$ cat config.mk
export PLATFORM = sky130hd
export DESIGN_NAME = checksummed_line_ack_retry_sender_flat
export DESIGN_NICKNAME = d
export VERILOG_FILES = /design/src/hdl/clars_pkg.sv /design/src/hdl/clars_in_if.sv /design/src/hdl/clars_out_if.sv /design/src/hdl/clars_msg_ram.sv /design/src/hdl/checksummed_line_ack_retry_sender.sv /design/src/flat_wrapper.sv
export SDC_FILE = /design/constraint.sdc
export NUM_CORES = 1
export LEC_CHECK = 0
export BUFFER_PORTS_ARGS = -buffer_cell sky130_fd_sc_hd__buf_2
export CAP_MARGIN = 20
export CORE_MARGIN = 2
export CORE_UTILIZATION = 25
export CTS_BUF_LIST = sky130_fd_sc_hd__clkbuf_8
export CTS_CLUSTER_SIZE = 14
export DETAILED_ROUTE_END_ITERATION = 10
export PLACE_DENSITY_LB_ADDON = 0.08
export SLEW_MARGIN = 30
export SYNTH_ARGS = -nofsm -noshare
export SYNTH_HDL_FRONTEND = slang
export SYNTH_SLANG_ARGS = --single-unit
$ cat constraint.sdc
create_clock -name clk -period 5.8 [get_ports clk]
set_input_delay 1.16 -clock clk [delete_from_list [all_inputs] [get_ports clk]]
set_output_delay 1.16 -clock clk [all_outputs]
set_load 0.02 [all_outputs]
$ cat src/hdl/clars_pkg.sv
// Shared types, codes and constants of the checksummed line sender.
// No dependencies; the other files that use it refer to it by scoped names.
`default_nettype none

package clars_pkg;

  localparam int OP_W     = 2;
  localparam int BYTE_W   = 8;
  localparam int CFG_IDX_W = 1;
  localparam int CFG_DATA_W = 16;
  localparam int RETRY_W  = 8;
  localparam int TICK_W   = 16;
  localparam int PHASE_W  = 2;
  localparam int TRAIL_W  = 3;
  localparam int ACKCNT_W = 3;

  localparam logic [OP_W-1:0] OP_LOAD = 2'd0;
  localparam logic [OP_W-1:0] OP_RX   = 2'd1;
  localparam logic [OP_W-1:0] OP_TICK = 2'd2;
  localparam logic [OP_W-1:0] OP_SLOT = 2'd3;

  localparam logic [PHASE_W-1:0] PH_IDLE = 2'd0;
  localparam logic [PHASE_W-1:0] PH_SEND = 2'd1;
  localparam logic [PHASE_W-1:0] PH_WAIT = 2'd2;

  localparam logic [CFG_IDX_W-1:0] CFG_RETRY_LIMIT = 1'd0;
  localparam logic [CFG_IDX_W-1:0] CFG_ACK_TIMEOUT = 1'd1;

  localparam logic [RETRY_W-1:0] RETRY_LIMIT_RST = 8'd3;
  localparam logic [TICK_W-1:0]  ACK_TIMEOUT_RST = 16'd2000;
  localparam logic [TICK_W-1:0]  TICK_MAX        = 16'hFFFF;

  localparam logic [BYTE_W-1:0] CH_SPACE = 8'h20;
  localparam logic [BYTE_W-1:0] CH_STAR  = 8'h2A;
  localparam logic [BYTE_W-1:0] CH_ZERO  = 8'h30;
  localparam logic [BYTE_W-1:0] CH_NINE  = 8'h39;
  localparam logic [BYTE_W-1:0] CH_A     = 8'h41;
  localparam logic [BYTE_W-1:0] CH_CR    = 8'h0D;
  localparam logic [BYTE_W-1:0] CH_LF    = 8'h0A;

  localparam logic [ACKCNT_W-1:0] ACK_LEN = 3'd4;

  typedef struct packed {
    logic              tx_valid;
    logic [BYTE_W-1:0] tx_byte;
    logic              done_res;
    logic              acked;
  } out_item_t;

  typedef struct packed {
    logic [1:0] hund;
    logic [3:0] tens;
    logic [3:0] ones;
  } digits_t;

  function automatic digits_t to_digits(logic [BYTE_W-1:0] v);
    digits_t d;
    logic [BYTE_W-1:0] r;
    logic [BYTE_W-1:0] ten_part;
    d = '0;
    r = v;
    if (v >= 8'd200) begin
      d.hund = 2'd2;
      r = v - 8'd200;
    end else if (v >= 8'd100) begin
      d.hund = 2'd1;
      r = v - 8'd100;
    end
    for (int k = 1; k <= 9; k++) begin
      if (r >= 8'(k * 10)) d.tens = 4'(k);
    end
    ten_part = {1'b0, d.tens, 3'b000} + {3'b000, d.tens, 1'b0};
    d.ones = 4'(r - ten_part);
    return d;
  endfunction

endpackage

`default_nettype wire

$ cat src/hdl/clars_in_if.sv
// Input channel of the line sender: op, data byte and last-byte flag.
// Depends on clars_pkg for field widths.
`default_nettype none

interface clars_in_if;
  logic                         valid;
  logic                         ready;
  logic [clars_pkg::OP_W-1:0]   op;
  logic [clars_pkg::BYTE_W-1:0] data_byte;
  logic                         last_byte;

  modport source (output valid, output op, output data_byte, output last_byte,
                  input ready);
  modport sink   (input valid, input op, input data_byte, input last_byte,
                  output ready);
endinterface

`default_nettype wire

$ cat src/hdl/clars_out_if.sv
// Result channel of the line sender: transmit byte and completion status.
// Depends on clars_pkg for field widths.
`default_nettype none

interface clars_out_if;
  logic                         valid;
  logic                         ready;
  logic                         tx_valid;
  logic [clars_pkg::BYTE_W-1:0] tx_byte;
  logic                         done_res;
  logic                         acked;

  modport source (output valid, output tx_valid, output tx_byte, output done_res,
                  output acked, input ready);
  modport sink   (input valid, input tx_valid, input tx_byte, input done_res,
                  input acked, output ready);
endinterface

`default_nettype wire

$ cat src/hdl/clars_msg_ram.sv
// Message byte store: one write port, one read port, registered read data.
// Standalone; sized by its parameters.
`default_nettype none

module clars_msg_ram #(
  parameter int DEPTH = 64,
  parameter int AW    = 6,
  parameter int DW    = 8
) (
  input  wire logic          clk,
  input  wire logic          we,
  input  wire logic [AW-1:0] waddr,
  input  wire logic [DW-1:0] wdata,
  input  wire logic          re,
  input  wire logic [AW-1:0] raddr,
  output logic      [DW-1:0] rdata
);

  logic [DW-1:0] mem [DEPTH];

  always_ff @(posedge clk) begin
    if (we) mem[waddr] <= wdata;
  end

  always_ff @(posedge clk) begin
    if (re) rdata <= mem[raddr];
  end

endmodule

`default_nettype wire

$ cat src/hdl/checksummed_line_ack_retry_sender.sv
// Stop-and-wait line sender: loads a line, sends it with an XOR checksum trailer,
// checks a four-byte decimal acknowledgement and resends on failure or timeout.
// Depends on clars_pkg, clars_in_if, clars_out_if and clars_msg_ram.
//
// One item is accepted per cycle unless the result stage is full and stalled. Each
// item updates the control state in the cycle it is accepted and any result item
// enters a stage register at that edge, together with the registered read of the
// message store for message bytes; from there it moves to the output register when
// that is free or being taken. The stage register and the output register hold up
// to two pending results, so input keeps flowing while one result waits to be
// taken. Up to MSG_DEPTH-1 bytes of a line are kept; the store needs no clearing
// after reset.
`default_nettype none

module checksummed_line_ack_retry_sender #(
  parameter int MSG_DEPTH = 64
) (
  input  wire logic                              clk,
  input  wire logic                              rst_n,
  clars_in_if.sink                               in_ch,
  clars_out_if.source                            out_ch,
  input  wire logic                              cfg_we,
  input  wire logic [clars_pkg::CFG_IDX_W-1:0]   cfg_index,
  input  wire logic [clars_pkg::CFG_DATA_W-1:0]  cfg_data
);

  localparam int AW = $clog2(MSG_DEPTH);
  localparam logic [AW-1:0] LEN_MAX = AW'(MSG_DEPTH - 1);

  logic [clars_pkg::RETRY_W-1:0]  retry_limit_r;
  logic [clars_pkg::TICK_W-1:0]   ack_timeout_r;

  logic [AW-1:0]                  msg_len_r, msg_len_nxt;
  logic [clars_pkg::BYTE_W-1:0]   checksum_r, checksum_nxt;
  logic [clars_pkg::PHASE_W-1:0]  phase_r, phase_nxt;
  logic [AW-1:0]                  send_pos_r, send_pos_nxt;
  logic [clars_pkg::TRAIL_W-1:0]  trail_pos_r, trail_pos_nxt;
  logic [clars_pkg::RETRY_W-1:0]  attempt_r, attempt_nxt;
  logic [clars_pkg::TICK_W-1:0]   wait_ticks_r, wait_ticks_nxt;
  logic [clars_pkg::ACKCNT_W-1:0] ack_cnt_r, ack_cnt_nxt;
  logic [clars_pkg::BYTE_W-1:0]   ack_val_r, ack_val_nxt;
  logic                           ack_ok_r, ack_ok_nxt;

  logic                           s1_valid_r, s1_valid_nxt;
  logic                           s1_from_mem_r;
  clars_pkg::out_item_t           s1_item_r;
  clars_pkg::out_item_t           s1_fwd;
  logic                           out_valid_r, out_valid_nxt;
  clars_pkg::out_item_t           out_item_r;

  logic                           acc, s1_move;
  logic                           res_valid, res_from_mem;
  clars_pkg::out_item_t           res_item;
  logic                           ram_we, ram_re;
  logic [clars_pkg::BYTE_W-1:0]   ram_q;

  clars_pkg::digits_t             dig;
  logic [1:0]                     num_digits;
  logic [clars_pkg::TRAIL_W-1:0]  trail_end, digit_shift;
  logic [3:0]                     digit_val;
  logic [clars_pkg::BYTE_W-1:0]   trail_char;

  logic [clars_pkg::RETRY_W-1:0]  attempt_inc;
  logic                           give_up;
  logic [clars_pkg::BYTE_W-1:0]   rx_digit;
  logic [clars_pkg::BYTE_W-1:0]   tick_val;

  assign s1_move     = !out_valid_r || out_ch.ready;
  assign in_ch.ready = !s1_valid_r || s1_move;
  assign acc         = in_ch.valid && in_ch.ready;

  // Trailer character for the current trailer position.
  always_comb begin
    dig         = clars_pkg::to_digits(checksum_r);
    num_digits  = (dig.hund != 2'd0) ? 2'd3 : ((dig.tens != 4'd0) ? 2'd2 : 2'd1);
    trail_end   = 3'd2 + {1'b0, num_digits};
    digit_shift = {1'b0, num_digits} - 3'd1 - (trail_pos_r - 3'd2);
    case (digit_shift)
      3'd2:    digit_val = {2'b00, dig.hund};
      3'd1:    digit_val = dig.tens;
      default: digit_val = dig.ones;
    endcase
    if (trail_pos_r == 3'd0) begin
      trail_char = clars_pkg::CH_SPACE;
    end else if (trail_pos_r == 3'd1) begin
      trail_char = clars_pkg::CH_STAR;
    end else if (trail_pos_r < trail_end) begin
      trail_char = clars_pkg::CH_ZERO + {4'd0, digit_val};
    end else if (trail_pos_r == trail_end) begin
      trail_char = clars_pkg::CH_CR;
    end else begin
      trail_char = clars_pkg::CH_LF;
    end
  end

  assign attempt_inc = attempt_r + 8'd1;
  assign give_up     = (retry_limit_r != '0) && (attempt_inc >= retry_limit_r);
  assign rx_digit    = in_ch.data_byte - clars_pkg::CH_ZERO;
  assign tick_val    = '0;

  always_comb begin
    msg_len_nxt    = msg_len_r;
    checksum_nxt   = checksum_r;
    phase_nxt      = phase_r;
    send_pos_nxt   = send_pos_r;
    trail_pos_nxt  = trail_pos_r;
    attempt_nxt    = attempt_r;
    wait_ticks_nxt = wait_ticks_r;
    ack_cnt_nxt    = ack_cnt_r;
    ack_val_nxt    = ack_val_r;
    ack_ok_nxt     = ack_ok_r;
    res_valid      = 1'b0;
    res_from_mem   = 1'b0;
    res_item       = '0;
    ram_we         = 1'b0;
    ram_re         = 1'b0;

    if (acc) begin
      case (in_ch.op)
        clars_pkg::OP_LOAD: begin
          if (phase_r != clars_pkg::PH_SEND && phase_r != clars_pkg::PH_WAIT) begin
            if (msg_len_r < LEN_MAX) begin
              ram_we       = 1'b1;
              msg_len_nxt  = msg_len_r + AW'(1);
              checksum_nxt = checksum_r ^ in_ch.data_byte;
            end
            if (in_ch.last_byte) begin
              attempt_nxt   = '0;
              phase_nxt     = clars_pkg::PH_SEND;
              send_pos_nxt  = '0;
              trail_pos_nxt = '0;
            end
          end
        end
        clars_pkg::OP_RX: begin
          if (phase_r == clars_pkg::PH_WAIT) begin
            if (ack_cnt_r == '0) begin
              ack_ok_nxt = (in_ch.data_byte == clars_pkg::CH_A);
            end else if (in_ch.data_byte >= clars_pkg::CH_ZERO &&
                         in_ch.data_byte <= clars_pkg::CH_NINE) begin
              ack_val_nxt = {ack_val_r[4:0], 3'b000} + {ack_val_r[6:0], 1'b0} + rx_digit;
            end else begin
              ack_ok_nxt = 1'b0;
            end
            ack_cnt_nxt = ack_cnt_r + 3'd1;
            if (ack_cnt_nxt == clars_pkg::ACK_LEN) begin
              if (ack_ok_nxt && ack_val_nxt == checksum_r) begin
                phase_nxt         = clars_pkg::PH_IDLE;
                msg_len_nxt       = '0;
                checksum_nxt      = '0;
                send_pos_nxt      = '0;
                trail_pos_nxt     = '0;
                res_valid         = 1'b1;
                res_item.done_res = 1'b1;
                res_item.acked    = 1'b1;
              end else begin
                attempt_nxt = attempt_inc;
                if (give_up) begin
                  phase_nxt         = clars_pkg::PH_IDLE;
                  msg_len_nxt       = '0;
                  checksum_nxt      = '0;
                  res_valid         = 1'b1;
                  res_item.done_res = 1'b1;
                end else begin
                  phase_nxt = clars_pkg::PH_SEND;
                end
                send_pos_nxt  = '0;
                trail_pos_nxt = '0;
              end
            end
          end
        end
        clars_pkg::OP_TICK: begin
          if (phase_r == clars_pkg::PH_WAIT) begin
            if (wait_ticks_r < clars_pkg::TICK_MAX) wait_ticks_nxt = wait_ticks_r + 16'd1;
            if (wait_ticks_nxt >= ack_timeout_r) begin
              attempt_nxt = attempt_inc;
              if (give_up) begin
                phase_nxt         = clars_pkg::PH_IDLE;
                msg_len_nxt       = '0;
                checksum_nxt      = '0;
                res_valid         = 1'b1;
                res_item.done_res = 1'b1;
              end else begin
                phase_nxt = clars_pkg::PH_SEND;
              end
              send_pos_nxt  = '0;
              trail_pos_nxt = '0;
            end
          end
        end
        default: begin
          if (phase_r == clars_pkg::PH_SEND) begin
            res_valid         = 1'b1;
            res_item.tx_valid = 1'b1;
            if (send_pos_r < msg_len_r) begin
              ram_re       = 1'b1;
              res_from_mem = 1'b1;
              send_pos_nxt = send_pos_r + AW'(1);
            end else begin
              res_item.tx_byte = trail_char;
              if (trail_char == clars_pkg::CH_LF) begin
                phase_nxt      = clars_pkg::PH_WAIT;
                trail_pos_nxt  = '0;
                wait_ticks_nxt = tick_val;
                ack_cnt_nxt    = '0;
                ack_val_nxt    = '0;
                ack_ok_nxt     = 1'b1;
              end else begin
                trail_pos_nxt = trail_pos_r + 3'd1;
              end
            end
          end
        end
      endcase
    end
  end

  clars_msg_ram #(
    .DEPTH (MSG_DEPTH),
    .AW    (AW),
    .DW    (clars_pkg::BYTE_W)
  ) u_msg_ram (
    .clk   (clk),
    .we    (ram_we),
    .waddr (msg_len_r),
    .wdata (in_ch.data_byte),
    .re    (ram_re),
    .raddr (send_pos_r),
    .rdata (ram_q)
  );

  always_comb begin
    if (acc && res_valid) s1_valid_nxt = 1'b1;
    else if (s1_move)     s1_valid_nxt = 1'b0;
    else                  s1_valid_nxt = s1_valid_r;
    out_valid_nxt = s1_move ? s1_valid_r : out_valid_r;
  end

  always_comb begin
    s1_fwd = s1_item_r;
    if (s1_from_mem_r) s1_fwd.tx_byte = ram_q;
  end

  always_ff @(posedge clk) begin
    if (!rst_n) begin
      retry_limit_r <= clars_pkg::RETRY_LIMIT_RST;
      ack_timeout_r <= clars_pkg::ACK_TIMEOUT_RST;
      msg_len_r     <= '0;
      checksum_r    <= '0;
      phase_r       <= clars_pkg::PH_IDLE;
      send_pos_r    <= '0;
      trail_pos_r   <= '0;
      attempt_r     <= '0;
      wait_ticks_r  <= '0;
      ack_cnt_r     <= '0;
      ack_val_r     <= '0;
      ack_ok_r      <= 1'b1;
      s1_valid_r    <= 1'b0;
      out_valid_r   <= 1'b0;
    end else begin
      if (cfg_we) begin
        case (cfg_index)
          clars_pkg::CFG_RETRY_LIMIT: retry_limit_r <= cfg_data[clars_pkg::RETRY_W-1:0];
          clars_pkg::CFG_ACK_TIMEOUT: ack_timeout_r <= cfg_data[clars_pkg::TICK_W-1:0];
          default: ;
        endcase
      end
      msg_len_r    <= msg_len_nxt;
      checksum_r   <= checksum_nxt;
      phase_r      <= phase_nxt;
      send_pos_r   <= send_pos_nxt;
      trail_pos_r  <= trail_pos_nxt;
      attempt_r    <= attempt_nxt;
      wait_ticks_r <= wait_ticks_nxt;
      ack_cnt_r    <= ack_cnt_nxt;
      ack_val_r    <= ack_val_nxt;
      ack_ok_r     <= ack_ok_nxt;
      s1_valid_r   <= s1_valid_nxt;
      out_valid_r  <= out_valid_nxt;
    end
  end

  always_ff @(posedge clk) begin
    if (acc && res_valid) begin
      s1_item_r     <= res_item;
      s1_from_mem_r <= res_from_mem;
    end
    if (s1_move && s1_valid_r) begin
      out_item_r <= s1_fwd;
    end
  end

  assign out_ch.valid    = out_valid_r;
  assign out_ch.tx_valid = out_item_r.tx_valid;
  assign out_ch.tx_byte  = out_item_r.tx_byte;
  assign out_ch.done_res = out_item_r.done_res;
  assign out_ch.acked    = out_item_r.acked;

  a_len_bound: assert property (@(posedge clk) disable iff (!rst_n)
    msg_len_r <= LEN_MAX)
    else $error("message length beyond store");

  a_send_pos: assert property (@(posedge clk) disable iff (!rst_n)
    phase_r == clars_pkg::PH_SEND |-> send_pos_r <= msg_len_r)
    else $error("send position past line end");

  a_no_overrun: assert property (@(posedge clk) disable iff (!rst_n)
    acc |-> !(s1_valid_r && !s1_move))
    else $error("item accepted with full result stage");

  a_done_clears: assert property (@(posedge clk) disable iff (!rst_n)
    (acc && res_valid && res_item.done_res) |=>
      (phase_r == clars_pkg::PH_IDLE && msg_len_r == '0 && checksum_r == '0))
    else $error("line not cleared after finish");

  a_ack_cnt: assert property (@(posedge clk) disable iff (!rst_n)
    phase_r == clars_pkg::PH_WAIT |-> ack_cnt_r < clars_pkg::ACK_LEN)
    else $error("ack byte count overflow while waiting");

endmodule

`default_nettype wire
$ cat src/flat_wrapper.sv
// flat-port wrapper written by rule: the top's interface ports become plain ports
module checksummed_line_ack_retry_sender_flat 
#(
  parameter int MSG_DEPTH = 64
)
  (clk, rst_n, cfg_we, cfg_index, cfg_data, in_ch_valid, in_ch_op, in_ch_data_byte, in_ch_last_byte, in_ch_ready, out_ch_valid, out_ch_tx_valid, out_ch_tx_byte, out_ch_done_res, out_ch_acked, out_ch_ready);
  clars_in_if in_ch_i ();
  clars_out_if out_ch_i ();
  input  wire logic clk;
  input  wire logic rst_n;
  input  wire logic cfg_we;
  input  wire logic [clars_pkg::CFG_IDX_W-1:0] cfg_index;
  input  wire logic [clars_pkg::CFG_DATA_W-1:0] cfg_data;
  input wire logic [$bits(in_ch_i.valid)-1:0] in_ch_valid;
  input wire logic [$bits(in_ch_i.op)-1:0] in_ch_op;
  input wire logic [$bits(in_ch_i.data_byte)-1:0] in_ch_data_byte;
  input wire logic [$bits(in_ch_i.last_byte)-1:0] in_ch_last_byte;
  output wire logic [$bits(in_ch_i.ready)-1:0] in_ch_ready;
  output wire logic [$bits(out_ch_i.valid)-1:0] out_ch_valid;
  output wire logic [$bits(out_ch_i.tx_valid)-1:0] out_ch_tx_valid;
  output wire logic [$bits(out_ch_i.tx_byte)-1:0] out_ch_tx_byte;
  output wire logic [$bits(out_ch_i.done_res)-1:0] out_ch_done_res;
  output wire logic [$bits(out_ch_i.acked)-1:0] out_ch_acked;
  input wire logic [$bits(out_ch_i.ready)-1:0] out_ch_ready;
  assign in_ch_i.valid = in_ch_valid;
  assign in_ch_i.op = in_ch_op;
  assign in_ch_i.data_byte = in_ch_data_byte;
  assign in_ch_i.last_byte = in_ch_last_byte;
  assign in_ch_ready = in_ch_i.ready;
  assign out_ch_valid = out_ch_i.valid;
  assign out_ch_tx_valid = out_ch_i.tx_valid;
  assign out_ch_tx_byte = out_ch_i.tx_byte;
  assign out_ch_done_res = out_ch_i.done_res;
  assign out_ch_acked = out_ch_i.acked;
  assign out_ch_i.ready = out_ch_ready;
  checksummed_line_ack_retry_sender #(.MSG_DEPTH(MSG_DEPTH)) u_core (.clk(clk), .rst_n(rst_n), .in_ch(in_ch_i), .out_ch(out_ch_i), .cfg_we(cfg_we), .cfg_index(cfg_index), .cfg_data(cfg_data));
endmodule
; ---- Word-level counts from Yosys, hierarchy flattened
; Memory sizes are Yosys's and may differ from the RTL's. A register that Yosys moved wholly into a read port is not among the register bits.
; Cells that the tools add are included.
[word_totals]
elab_cells = 272
input_bits = 33
mem_bits_rw = 512
n_memories = 1
regBits = 110
output_inout_bits = 13
[op_classes]
muxes = 139
n_lt_le_gt_ge = 19
addsub = 18
bitwise = 6
n_reduce_logical = 41
eq_ne = 25
[mem_list]
columns = memory, words, width, read_ports, rd_clocked_by_memory_dff, write_ports, line_no
row1 = u_core.u_msg_ram.mem, 64, 8, 1, 1, 1, clars_msg_ram.sv:19  ; logic [DW-1:0] mem [DEPTH];
[op_table]
columns = operator, n
row1 = 8-bit two-way mux, 31
row2 = 16-bit two-way mux, 8
row3 = 6-bit two-way mux, 16
row4 = 3-bit two-way mux, 18
row5 = 8-bit one-hot mux with 3 select lines, 2
row6 = 6-bit one-hot mux with 3 select lines, 2
row7 = 2-bit two-way mux, 17
row8 = 1-bit two-way mux, 33
row9 = "8-bit by 6-bit greater-or-equal comparator with 1-bit output, second input constant", 4
row10 = "8-bit by 7-bit greater-or-equal comparator with 1-bit output, second input constant", 4
row11 = 16-bit one-hot mux with 2 select lines, 1
row12 = 9-bit AND reduction, 3
row13 = "16-bit by 1-bit adder with 16-bit output, second input constant", 1
row14 = 8-bit adder, 2
row15 = 16-bit greater-or-equal comparator, 1
row16 = "8-bit by 5-bit greater-or-equal comparator with 1-bit output, second input constant", 2
row17 = "16-bit < comparator, second input constant", 1
row18 = 8-bit one-hot mux with 2 select lines, 1
row19 = 4-bit nonzero test, 4
row20 = "2-bit by 1-bit != test with 1-bit output, second input constant", 7
row21 = "6-bit by 1-bit adder with 6-bit output, second input constant", 2
row22 = 6-bit AND reduction, 2
row23 = 2-bit nonzero test, 6
row24 = "2-bit != test, second input constant", 5
row25 = 54 further kinds, 75

; ---- Depth between registers and ports, before layout
[logic_depth]
word_depth = 29
depth_mapped = 21
depth_no_buf = 19

; ---- By module
; A second synthesis with hierarchy kept.
[hier_totals]
cells_unflattened = 1862
area_unflattened_um2 = 27731.6
[modules_own_cells]
columns = mod, area_per_inst_um2, seq_area_each_um2, instances, cells_each
row1 = clars_msg_ram, 20270.7, 15615.0, 1, 972
row2 = checksummed_line_ack_retry_sender, 7460.9, 2372.3, 1, 890

; ---- Worst setup path after synthesis
; OpenSTA, ideal clock, no wires.
[synth_path]
path_kind = input-to-reg
startpoint = input in_ch_data_byte[3]
endpoint = register u_core.s1_from_mem_r (enable)
t_required_ps = 5407
n_path_buf = 0
t_arrival_ps = 5236
setup_slack_ps = 171
setup_time_ps = 393
stages = 13
path_cell_list = fa_1 -> fa_1 -> inv_1 -> fa_1 -> inv_1 -> nor4_1 -> or3_1 -> nand2_1 -> or4_1 -> or4b_1 -> a22oi_1 -> nor2_1 -> a211oi_1
[synth_between]
elab_chain_len = 15
elab_cells_between_ends = 24
cone_classes = add/sub (2) / order compare (2) / eq/ne (2) / mux (15) / reduce/logical (3)
[synth_rtl]
columns = item, line_no
row1 = from (decl), flat_wrapper.sv:16  ; input wire logic [$bits(in_ch_i.data_byte)-1:0] in_ch_data_byte;
row2 = "8-bit by 6-bit subtractor with 8-bit output, or another cell as far along", checksummed_line_ack_retry_sender.sv:98  ; assign rx_digit = in_ch.data_byte - clars_pkg::CH_ZERO;
row3 = 8-bit adder or 1-bit logical AND (tied branches), "checksummed_line_ack_retry_sender.sv:141, checksummed_line_ack_retry_sender.sv:139"
row4 = 8-bit two-way mux, checksummed_line_ack_retry_sender.sv:139  ; end else if (in_ch.data_byte >= clars_pkg::CH_ZERO &&
row5 = 8-bit two-way mux, checksummed_line_ack_retry_sender.sv:137  ; if (ack_cnt_r == '0) begin
row6 = 8-bit two-way mux, checksummed_line_ack_retry_sender.sv:136  ; if (phase_r == clars_pkg::PH_WAIT) begin
row7 = 8-bit two-way mux, checksummed_line_ack_retry_sender.sv:119  ; case (in_ch.op)
row8 = 8-bit two-way mux, checksummed_line_ack_retry_sender.sv:118  ; if (acc) begin
row9 = 8-bit == test, checksummed_line_ack_retry_sender.sv:147  ; if (ack_ok_nxt && ack_val_nxt == checksum_r) begin
row10 = 1-bit logical AND (*), checksummed_line_ack_retry_sender.sv:147
row11 = 1-bit two-way mux (*), checksummed_line_ack_retry_sender.sv:147
row12 = 1-bit two-way mux (*), checksummed_line_ack_retry_sender.sv:146  ; if (ack_cnt_nxt == clars_pkg::ACK_LEN) begin
row13 = 1-bit two-way mux (*), checksummed_line_ack_retry_sender.sv:136
row14 = 1-bit one-hot mux with 3 select lines (*), checksummed_line_ack_retry_sender.sv:119
row15 = 1-bit two-way mux (*), checksummed_line_ack_retry_sender.sv:118
row16 = 1-bit logical AND (*), checksummed_line_ack_retry_sender.sv:285  ; if (acc && res_valid) begin
row17 = to (signal assigned), checksummed_line_ack_retry_sender.sv:287  ; s1_from_mem_r <= res_from_mem;
row18 = to (decl), checksummed_line_ack_retry_sender.sv:45  ; logic s1_from_mem_r;
; Mark *: on every way between the ends. The rest lies on a longest branch, timed or not. The select of a mux whose other input is x is not followed.
; A chain may end at the register's enable or synchronous reset.

; ---- Worst setup path in the final report
[layout_path]
startpoint = register u_core.checksum_r[2] in the netlist's numbering
endpoint = register u_core.ack_ok_r
[layout_between]
elab_chain_len = 27
elab_cells_between_ends = 48
cone_classes = add/sub (8) / order compare (12) / eq/ne (4) / mux (20) / reduce/logical (4)
[layout_rtl]
columns = item, line_no
row1 = from (decl), checksummed_line_ack_retry_sender.sv:34  ; logic [clars_pkg::BYTE_W-1:0] checksum_r, checksum_nxt;
row2 = from (signal assigned), checksummed_line_ack_retry_sender.sv:270  ; checksum_r <= checksum_nxt;
row3 = 8-bit by 7-bit subtractor with 8-bit output or 8-bit by 7-bit greater-or-equal comparator with 1-bit output (tied branches), "clars_pkg.sv:67, clars_pkg.sv:65"
row4 = 8-bit two-way mux, clars_pkg.sv:65  ; end else if (v >= 8'd100) begin
row5 = 8-bit two-way mux, clars_pkg.sv:62  ; if (v >= 8'd200) begin
row6 = 8-bit by 4-bit greater-or-equal comparator with 1-bit output, clars_pkg.sv:70  ; if (r >= 8'(k * 10)) d.tens = 4'(k);
row7 = 1-bit two-way mux, clars_pkg.sv:70
row8 = 2-bit two-way mux (2 in a row), clars_pkg.sv:70
row9 = 3-bit two-way mux (4 in a row), clars_pkg.sv:70
row10 = 4-bit two-way mux (2 in a row), clars_pkg.sv:70
row11 = (+6 left out), n/a
row12 = 4-bit one-hot mux with 2 select lines, checksummed_line_ack_retry_sender.sv:78  ; case (digit_shift)
row13 = 6-bit by 4-bit adder with 7-bit output, checksummed_line_ack_retry_sender.sv:88  ; trail_char = clars_pkg::CH_ZERO + {4'd0, digit_val};
row14 = 8-bit two-way mux (*), checksummed_line_ack_retry_sender.sv:87  ; end else if (trail_pos_r < trail_end) begin
row15 = 8-bit two-way mux (*), checksummed_line_ack_retry_sender.sv:85  ; end else if (trail_pos_r == 3'd1) begin
row16 = 8-bit two-way mux (*), checksummed_line_ack_retry_sender.sv:83  ; if (trail_pos_r == 3'd0) begin
row17 = 8-bit by 4-bit == test with 1-bit output (*), checksummed_line_ack_retry_sender.sv:202  ; if (trail_char == clars_pkg::CH_LF) begin
row18 = 2-bit nonzero test (no source line) (*), n/a
row19 = 6-bit AND reduction (no source line) (*), n/a
row20 = to (signal assigned), checksummed_line_ack_retry_sender.sv:278  ; ack_ok_r <= ack_ok_nxt;
row21 = to (decl), checksummed_line_ack_retry_sender.sv:42  ; logic ack_ok_r, ack_ok_nxt;
; Mark *: on every way between the ends. The rest lies on a longest branch, timed or not.

==> impl_metrics.yaml <==
grt:
  gr-total-overflow: 0
  grt_pass1_vias: 16400
  antenna_found_initial: 5
  grt_pass1_wl_microns: 118000
  grt_max_degree: 132
  use_met2_pct: 22.9
  use_met3_pct: 2.92
  grtUsageMet1_pct: 20.4
  busiest_layer: "met2"
  grtUsageTotal_pct: 14.6
synthesis:
  yosysTopAreaCellShare_pct: 59.3
  synth.most_common_cell: "edfxtp_1"
  synth_commonest_cells: "541 x edfxtp_1, 168 x mux4_2, 139 x nor2_1, 123 x nand2_1, 87 x dfxtp_1"
  synthesis.nets: 1841
  synth.largest_area_cell: "edfxtp_1"
  yosys_warnings: 0
  syn_inst: 1731
  synth_area_sq_um: 27400
  synthArstFlopShare_pct: 0
  synth_flop_cell: "edfxtp_1"
  yosys-top-cells-area: "edfxtp_1 59%, mux4_2 14%, dfxtp_1 6.4%"
  synth_seq_cells: 628
  yosysSeqAreaShare_pct: 65.6
  synth_cell_type_count: 78
  synth_edf_count: 541
  syn-mean-instance-area_sq_um: 15.8
placement:
  dp_slack_ps: 186
  portBuffers: 45
  finalWeightedCongestion: 0.780
  dpl.hpwl_microns: 51700
die:
  core.rowCount: 121
  core_area_sq_um: 109000
  die_w_microns: 335
  num_io_pins: 46
  start_util_pct: 25.2
  die_h_microns: 335
  die_area_sq_um: 112000
worst_setup_path:
  cpPeakStageDelay_ps: 790
  critPathMaxFanout: 6
  crit_chain: "inv_1, ha_1, a2111oi_2, o32ai_1, or2_2, nor2_1, o211ai_1, or3_1, ha_1, nor2b_1, o21ai_0, nand2b_1, nand3_1, or4b_2, a21oi_1, mux2i_1, nand2_1"
  rrSetupSlack_ps: 570
  rr_worst_depth: 17
  crit_arrival_ps: 5850
  cpMostUsedCell: "ha_1"
  r2r_end: "u_core.ack_ok_r"
  worst-path-buf-inv: 1
  r2r-start: "u_core.checksum_r[2]"
  crit_required_ps: 6410
  path_class: "reg -> reg"
  start_kind: "flip-flop"
  endpoint_kind: "flip-flop"
  slowest_stage: "or4b_2"
  cpLargestDelayFamily: "simple AND/OR/NAND/NOR gates"
flow_run:
  cap_violations: 0
hold_path:
  hold_end: "u_core.ack_timeout_r[3]"
  min_from: "u_core.ack_timeout_r[3]"
  hold_path_class: "reg -> reg"
  hold_depth: 2
finish:
  drive_gt1_share_pct: 22.5
  layout.nets: 1978
  fillerInstances: 10900
  syn2layout_area_growth_pct: 16.1
cts:
  cts_hold_buf: 0
  cts_buffer_depth: 3
  clkSinkCount: 628
  path_clk_slew_ps: 60
  numCtsBuffers: 114
  htreeDepth: 3
  clk_latency_ps: 760
  cts_resized: 0
  cts_root_buf: "clkbuf_8"
  post-cts-setup-buffer-count: 0
  cts_tree: "yes"
drt:
  first_iter_violations: 1021
  route.detailed.drc: 0
  routedWlPerCell_microns: 24.1
  viasPerCell: 4.66
  ant_nets: 0
  wirelength_microns: 81200
  dr.pass1.iters: 6
  route.vias.total: 15700
sta:
  slew_viol_final: 0
  whs_ps: 458
  fin_crit_sh_pct: 90.2
  worst_pin_slew_ps: 920
  hold_violations: 0
  rsz0062_at_grt: "no"
  finalWorstSetupSlack_ps: 570
  fmax_mhz: 191
  fin_setup_tns_ps: 0
  finClkSkew_ps: 29.9
  setup_viol: 0
  slew_headroom_pct: 38.5
  fin_crit_ps: 5230
power:
  leakage_uw: 0.0101
  p_comb_share_pct: 4.3
  seq_power_share_pct: 51.8
  p_int_uw: 7300
  powerDensity_nw_per_um2: 299
  swShare_pct: 23.4
  ir_worst_vdd_mv: 0.157
  fin_total_pwr_uw: 9530
  power.switching_uw: 2230
  clkPwrFrac_pct: 43.9
outcome:
  outcome: "complete, no violations"
==> registers in the layout (all words and copies together) (netlist names) <==
register / cells
u_core.ack_cnt_r: 3
u_core.send_pos_r: 6
u_core.s1_from_mem_r: 1
u_core.out_ch.acked: 1
u_core.ack_val_r: 8
u_core.u_msg_ram.mem: 512
u_core.trail_pos_r: 3
u_core.retry_limit_r: 8
u_core.s1_valid_r: 1
u_core.s1_item_r: 6
u_core.out_ch.valid: 1
u_core.phase_r: 2
u_core.wait_ticks_r: 16
u_core.s1_fwd: 3
u_core.out_ch.tx_valid: 1
u_core.ack_timeout_r: 16
u_core.msg_len_r: 6
u_core.u_msg_ram.rdata: 8
u_core.out_ch.done_res: 1
u_core.out_ch.tx_byte: 8
u_core.ack_ok_r: 1
u_core.attempt_r: 8
u_core.checksum_r: 8
==> worst min-delay path, cell delays in order, from the launching register on <==
cell and delay [ps]:
dfxtp_1 310, nand2_1 50, a21oi_1 50
==> power by group through the flow <==
stage          combinational, uW  clock [uW]  sequential, uW
6_report                     412        4180            4930
5_1_grt                      459        4530            4930
4_1_cts                      422        4370            4930
3_5_place_dp                 420           0            5030
3_3_place_gp                 415           0            5030
2_1_floorplan                229           0            5020
==> how the worst max path moves through the flow <==
stage	start	slack, ps	depth (start not counted)	endpoint
2_1_floorplan	in_ch_data_byte[3]	170	13	u_core.s1_from_mem_r
3_3_place_gp	in_ch_data_byte[4]	170	17	u_core.s1_item_r[5]
3_5_place_dp	in_ch_data_byte[4]	190	17	u_core.s1_item_r[3]
4_1_cts	u_core.checksum_r[2]	600	18	u_core.ack_ok_r
5_1_grt	u_core.checksum_r[2]	100	18	u_core.ack_ok_r
6_report	u_core.checksum_r[2]	570	17	u_core.ack_ok_r
==> cell usage in the layout, fill, tap and decap left out, drive strengths merged, types with 11 or more instances in the layout <==
master	synthesis	layout
edfxtp	541	541
nor4	11	11
nor2	139	139
buf	17	95
a21oi	68	68
xnor2	31	31
nand3	48	48
nor3	20	20
nand4	11	11
clkinv	2	36
clkbuf	57	116
nor2b	13	13
ha	72	72
nand2b	14	14
a21o	13	13
mux4	168	168
a22oi	14	14
dfxtp	87	87
a31oi	16	16
nand2	123	123
o21ai	35	35
inv	66	106
o211ai	15	15
or4	13	13
==> area by class of cell <==
type / instances / area [sq um] / share of cell area [%]
Tap cell: 1414 / 1770 / 5.56
Inverter: 68 / 255 / 0.802
Antenna cell: 3 / 7.51 / 0.0236
Clock buffer: 116 / 1600 / 5.02
Multi-Input combinational cell: 961 / 8930 / 28.1
Sequential cell: 628 / 18000 / 56.6
Clock inverter: 85 / 619 / 1.95
Timing Repair Buffer: 95 / 646 / 2.03
==> per-stage QoR <==
stage,util [%],instances,area (sq um)
finish,29.2,3370,31800
CTS,29.2,3366,31800
detailed placement,27.2,3165,29600
global placement,27.2,3165,29600
global route,29.2,3368,31800
floorplan,-,1731,27400
==> layer usage <==
metal  routed length [microns]  share of wire (%)
met3                      3980                4.9
met2                     37600                 46
met4                      1790                2.2
met1                     37800                 47
met5                         0                  0
==> kinds of logic (layout without fill, tap and decap cells) <==
| logic type | count (synthesis) | after routing | share of synthesized area (%) |
|---|---|---|---|
| AOI/OAI and AO/OA | 223 | 223 | 5.39 |
| buffers and inverters | 142 | 364 | 1.95 |
| adders and majority gates | 78 | 78 | 3.69 |
| and+or+nand+nor | 434 | 434 | 7.54 |
| other | 0 | 3 | 0 |
| DFF | 628 | 628 | 65.6 |
| xor gates and xnor gates | 40 | 40 | 1.33 |
| muxes | 186 | 186 | 14.5 |
(Power assumes the default switching activity.)
